### src/rtl/core/ccs_pkg.sv
// Shared types and constants for the palette channel scaler.
// Used by ccs_div_stage, ccs_lane and colormap_channel_scaler; depends on nothing.
`default_nettype none

package ccs_pkg;

	localparam int CHAN_W      = 16;
	localparam int WIDTH_W     = 5;
	localparam int MAX_WIDTH   = 16;
	localparam int NUM_LANES   = 4;
	localparam int DIV_STEPS   = 16;
	localparam int LANE_STAGES = DIV_STEPS + 1;
	localparam int CFG_IDX_W   = 2;

	localparam logic [31:0]   ROUND_HALF  = 32'h0000_7fff;
	localparam logic [16:0]   DEN_SHIFT16 = 17'h1_0000;
	localparam logic [31:0]   SAT_NUMER   = 32'hffff_0000;
	localparam logic [WIDTH_W-1:0] RESET_WIDTH_RGB = 5'd8;
	localparam logic [WIDTH_W-1:0] RESET_WIDTH_A   = 5'd0;

	typedef enum logic {
		OP_TO_HW   = 1'b0,
		OP_FROM_HW = 1'b1
	} op_t;

	typedef enum logic [CFG_IDX_W-1:0] {
		REG_RED_WIDTH   = 2'd0,
		REG_GREEN_WIDTH = 2'd1,
		REG_BLUE_WIDTH  = 2'd2,
		REG_ALPHA_WIDTH = 2'd3
	} reg_idx_t;

	// Working set of one restoring-division step. The quotient bits shift in
	// at the bottom of lq while the dividend bits leave at the top.
	typedef struct packed {
		logic [16:0]       den;
		logic [CHAN_W-1:0] rem;
		logic [CHAN_W-1:0] lq;
	} div_t;

endpackage

`default_nettype wire

### src/rtl/core/ccs_div_stage.sv
// One registered step of the restoring divider: one quotient bit per stage.
// Depends on ccs_pkg for div_t.
`default_nettype none

module ccs_div_stage
	import ccs_pkg::*;
(
	input  wire logic clk,
	input  wire logic en,
	input  wire div_t d_in,
	output div_t      d_out
);

	logic [16:0] trial;
	logic        ge;
	logic [16:0] diff;
	div_t        nxt;
	div_t        step_q;

	always_comb begin
		trial   = {d_in.rem, d_in.lq[CHAN_W-1]};
		ge      = (trial >= d_in.den);
		diff    = ge ? (trial - d_in.den) : trial;
		// The partial remainder stays below the divisor, so it fits in 16 bits.
		nxt.den = d_in.den;
		nxt.rem = diff[CHAN_W-1:0];
		nxt.lq  = {d_in.lq[CHAN_W-2:0], ge};
	end

	always_ff @(posedge clk) begin
		if (en) begin
			step_q <= nxt;
		end
	end

	assign d_out = step_q;

endmodule

`default_nettype wire

### src/rtl/core/ccs_lane.sv
// One channel lane: operand setup followed by a 16-stage division pipeline.
// Depends on ccs_pkg and ccs_div_stage.
`default_nettype none

module ccs_lane
	import ccs_pkg::*;
(
	input  wire logic                   clk,
	input  wire logic [LANE_STAGES-1:0] en,
	input  wire logic                   opcode,
	input  wire logic [CHAN_W-1:0]      chan,
	input  wire logic [WIDTH_W-1:0]     width,
	output logic      [CHAN_W-1:0]      res
);

	logic [WIDTH_W-1:0] cw;
	logic [16:0]        mask;
	logic [CHAN_W-1:0]  top;
	logic [31:0]        numer;
	logic [16:0]        den;
	div_t               prep;
	div_t               prep_s1;
	div_t               chain [DIV_STEPS+1];

	// Both directions end as a numerator over a divisor. Going to hardware
	// the divisor is 2^16, so the quotient is the rounded rescale; the
	// special cases of the return path are folded into the operands.
	always_comb begin
		cw   = (width > WIDTH_W'(MAX_WIDTH)) ? WIDTH_W'(MAX_WIDTH) : width;
		mask = (17'd1 << cw) - 17'd1;
		top  = mask[CHAN_W-1:0];
		if (op_t'(opcode) == OP_TO_HW) begin
			numer = (32'(chan) << cw) - 32'(chan) + ROUND_HALF;
			den   = DEN_SHIFT16;
		end else if (cw == '0) begin
			numer = '0;
			den   = 17'd1;
		end else if (chan > top) begin
			numer = SAT_NUMER;
			den   = DEN_SHIFT16;
		end else begin
			numer = {chan, 16'h0000} - 32'(chan);
			den   = {1'b0, top};
		end
		prep.den = den;
		prep.rem = numer[31:16];
		prep.lq  = numer[15:0];
	end

	always_ff @(posedge clk) begin
		if (en[0]) begin
			prep_s1 <= prep;
		end
	end

	assign chain[0] = prep_s1;

	for (genvar g = 0; g < DIV_STEPS; g++) begin : g_step
		ccs_div_stage u_step (
			.clk   (clk),
			.en    (en[g+1]),
			.d_in  (chain[g]),
			.d_out (chain[g+1])
		);
	end

	assign res = chain[DIV_STEPS].lq;

endmodule

`default_nettype wire
### config.mk
export PLATFORM = sky130hd
export DESIGN_NAME = ccs_lane
export DESIGN_NICKNAME = d
export VERILOG_FILES = /design/src/rtl/core/ccs_pkg.sv /design/src/rtl/core/ccs_div_stage.sv /design/src/rtl/core/ccs_lane.sv
export SDC_FILE = /design/constraint.sdc
export NUM_CORES = 1
export LEC_CHECK = 0
export ABC_AREA = 1
export BUFFER_PORTS_ARGS = -buffer_cell sky130_fd_sc_hd__buf_2
export CAP_MARGIN = 10
export CORE_MARGIN = 5
export CORE_UTILIZATION = 43
export DETAILED_ROUTE_END_ITERATION = 10
export PLACE_DENSITY = 0.64
export SYNTH_ARGS = -nofsm -noshare
export SYNTH_HDL_FRONTEND = slang
export SYNTH_SLANG_ARGS = --single-unit
### constraint.sdc
create_clock -name clk -period 3 [get_ports clk]
set_clock_uncertainty 0.15 [all_clocks]
set_input_delay 0.3 -clock clk [delete_from_list [all_inputs] [get_ports clk]]
set_output_delay 0.3 -clock clk [all_outputs]
set_load 0.05 [all_outputs]
==> run summary <==
The flow ran to the end, and the final reports show no timing, DRC or antenna violations. The fraction of registers with async set/reset came out at 0%. The number of antenna diodes came out at 0. The full die area is 118200 µm².

The wire length of the first global-routing pass is 196700 µm. The type of element launching the critical path is a primary input. The DRC violation count after routing came out at 0. Among the stages of the critical path, the cell type that occurs most often is sky130_fd_sc_hd__nand2_1. Sorting the synthesized cells by how often they occur yields sky130_fd_sc_hd__nand2_1, sky130_fd_sc_hd__edfxtp_1, sky130_fd_sc_hd__inv_1.

Along the worst path, the maximum fanout reaches 9. The clock sink count is 800. The internal reg-to-reg setup slack is 0.21 ns.

Setup repair after global routing could not meet its margin everywhere. The clock period could shrink to 2.894 ns. Counting distinct cell types in the post-synthesis netlist gives 51. The tool flagged a number of max-cap violations equal to 0. After clock tree synthesis, the clock-pin slew on the worst setup and hold paths is 0.06 ns.

Based on the critical path, the design can be clocked at up to 345.6 MHz. The cell count after synthesis is 5264. The post-synthesis net count came out at 5656. The synthesized area per cell came out at 9.102 µm². The TritonCTS clock tree is built.

The sum of net half-perimeters after detailed placement came out at 99790 µm. Setup violations remaining at the end of the flow were counted as 0. The delay of the slowest cell on the worst path came out at 0.34 ns. The die boundary height came out at 343.8 µm. The min-delay analysis places its worst path in the category primary input to register. The total of flip-flops plus latches after synthesis came out at 800. The count of input and output buffers came out at 55. In this run the horizontal extent of the chip is 343.8 µm. The number of failing hold endpoints at the final stage came out at 0. The maximum number of pins on one net before global-route repair is 50. The worst hold path passes through 2 cells. The via total after detailed routing is 36840.

The sum of overflow across all layers after global routing came out at 0. IR analysis of the VDD net gives a maximum drop of 0.5038 mV. The worst path arrival time is 3.16 ns.

STA classifies the critical path endpoint as a register. The worst reg2reg path depth came out at 10. The share of layout cells above drive strength 1 came out at 10.91%. The count of warnings emitted by yosys came out at 0. The analysis attributes to cell leakage a power of 25.29 nW.

The path type of the worst setup path is primary input to register. The standard-cell row count came out at 122. The transition time at the pin with the least slew margin is 0.7504 ns. For this run, the leading register cell type out of synthesis is sky130_fd_sc_hd__edfxtp_1.

The number of nets in the layout is 5999. On the critical path the largest part of the delay comes from simple AND/OR/NAND/NOR gates. The number of top-level pins came out at 56.

The last weighted congestion value of the routability-driven placer came out at 0.9744. The CTS buffer count came out at 91. The synthesized design contains 800 enable-type register cells. Counting both buffers and inverters, the worst setup path holds a total of 3. The logic depth of the worst path, buffers included is 19.

The filler cells instantiated in the layout total 10360. The total routing usage reported by global routing came out at 20.92%. Sequential cells were found to cover 50.14% of the synthesized design area.

Clock latency on the worst-skew pair, taken at its later pin, is 0.68 ns. The vias per cell came out at 5.137. The H-tree generated during clock tree synthesis spans 3 levels. The area growth from synthesis to layout is 15.38%. The power per cell area came out at 886.8 nW/µm².

The dominant cell by count in the synthesized netlist is sky130_fd_sc_hd__nand2_1. The total negative setup slack came out at 0 ns. The number of design-rule violations left by the first detailed-router iteration is 2948. The number of detailed-route iterations in the first pass is 6. The max-slew violation count is 0. The post-route antenna net violation count is 0. The biggest area contributor in the post-synthesis netlist is sky130_fd_sc_hd__edfxtp_1. The post-layout instance count excluding filler cells is 7171. After synthesis the cells add up to 47910 µm². Summed over its instances, the top area cell type makes up 50.14% of the synthesized netlist area.

The relative slew slack is 49.45%. The post-detailed-route wirelength per cell is 17.40 µm. The core region is 110700 µm².

The slowest stage of the critical path belongs to the cell sky130_fd_sc_hd__ha_1. The post-CTS setup buffer count is 0. The clock tree root buffer cell is sky130_fd_sc_hd__clkbuf_16. The worst endpoint required time is 3.26 ns. Sorting the synthesized cells by area gives the leading types as sky130_fd_sc_hd__edfxtp_1, sky130_fd_sc_hd__nand2_1, sky130_fd_sc_hd__ha_1.

The post-route fraction of the period consumed by the critical path came out at 96.46%. The routed wire length is 124800 µm. The initial antenna violation count was 1. The number of buffers on the longest clock path came out at 3. The via count of the first global-routing pass is 35560. Walking the worst path, the cells encountered are buf_4 -> nor2_4 -> nand2_2 -> a21oi_4 -> inv_2 -> buf_4 -> o21ai_2 -> nor2_1 -> ha_1 -> ha_4 -> nand2_4 -> nor2_1 -> nand2_1 -> nand2_1 -> nand3_1 -> nand3_1 -> nand2_1 -> nand3_1 -> nand2_1. The starting density of the core came out at 43.29%. The post-placement cell count is 6988.
[power breakdown]
group	internal (mW)	switching, mW
Sequential	15.7	1.32
Combinational	7.50	13.2
Clock	6.55	4.74
[final cells by class]
class | instances | area [µm²] | area share [%]
timing repair buffer | 343 | 2609 | 4.719
tap | 1488 | 1862 | 3.368
sequential | 800 | 24020 | 43.46
clock inverter | 71 | 747.0 | 1.351
clock buffer | 98 | 2325 | 4.205
inverter | 780 | 2933 | 5.305
multi-input combinational | 3591 | 20780 | 37.59
[registers in the layout, summed over array words and instances, names as in the netlist]
register and flops:
chain 49, g_step.u_step.d_out 751
[final timing paths]
check / from / end
max reg2reg: g_step[9].u_step.d_out[37]$_DFFE_PP_ / g_step[10].u_step.d_out[23]$_DFFE_PP_
max: width[0] / chain[809]$_DFFE_PP_
min reg2reg: g_step[6].u_step.d_out[6]$_DFFE_PP_ / g_step[7].u_step.d_out[7]$_DFFE_PP_
min: en[9] / g_step[8].u_step.d_out[5]$_DFFE_PP_
[kinds of logic (layout without fill, tap and decap cells)]
kind of cell / Yosys count / count (layout) / synth area share, %
mux: 2 / 2 / 0.04179
buf+inv: 874 / 1292 / 7.344
compound gates: 699 / 699 / 7.908
flops: 800 / 800 / 50.14
fa+ha+maj: 352 / 352 / 9.443
simple gates: 2364 / 2365 / 21.96
xor+xnor: 173 / 173 / 3.163
[stage by stage]
step	area [µm²]	utilization, %	hold WS (ns)	worst slack, ns	total power [mW]
2_1_floorplan	48170	-	0.2503	-0.02203	31.73
3_3_place_gp	51870	46.87	0.2506	-0.7430	37.42
3_5_place_dp	51870	46.87	0.2545	-0.6875	37.63
4_1_cts	55070	49.76	0.03098	0.01465	49.13
5_1_grt	55280	49.95	0.1060	-0.04661	52.70
6_report	55280	49.95	0.1184	0.1063	49.02
[what timing repair did]
| action | 4_1_cts | 5_1_grt |
|---|---|---|
| hold endpoints to repair | 210 | 0 |
| endpoints found under the setup margin | 0 | 48 |
| hold buffers | 13 | 0 |
| gates resized for setup | 0 | 61 |
[cell usage in the layout (no fill, tap or decap), types with 13 or more instances in the layout]
cell and n:
sky130_fd_sc_hd__buf_2 54, sky130_fd_sc_hd__clkinv_2 13, sky130_fd_sc_hd__o21ai_2 13, sky130_fd_sc_hd__nand2_2 24
sky130_fd_sc_hd__fa_1 15, sky130_fd_sc_hd__clkbuf_16 92, sky130_fd_sc_hd__nand4_1 185, sky130_fd_sc_hd__edfxtp_1 800
sky130_fd_sc_hd__xor2_1 146, sky130_fd_sc_hd__nand2_1 1389, sky130_fd_sc_hd__nor3_1 35, sky130_fd_sc_hd__o21ai_0 292
sky130_fd_sc_hd__inv_1 773, sky130_fd_sc_hd__nand3_1 265, sky130_fd_sc_hd__xnor2_1 27, sky130_fd_sc_hd__a21oi_1 282
sky130_fd_sc_hd__nor2_1 303, sky130_fd_sc_hd__ha_1 323, sky130_fd_sc_hd__dlygate4sd3_1 13, sky130_fd_sc_hd__o21ai_1 22
sky130_fd_sc_hd__a21boi_0 21, sky130_fd_sc_hd__nand3b_1 59, sky130_fd_sc_hd__or2_2 14, sky130_fd_sc_hd__nor2_2 13
sky130_fd_sc_hd__buf_4 263, sky130_fd_sc_hd__clkinv_1 18, sky130_fd_sc_hd__o21a_1 16
[per-layer routing]
metal,GRT usage [%],wire [µm],vias to the layer above
met5,0,0,-
met4,5.548,3332,0
met3,2.618,6548,200
met2,34.67,57720,945
met1,29.24,57180,17150
li1,-,-,18540
(Power assumes the default switching activity.)
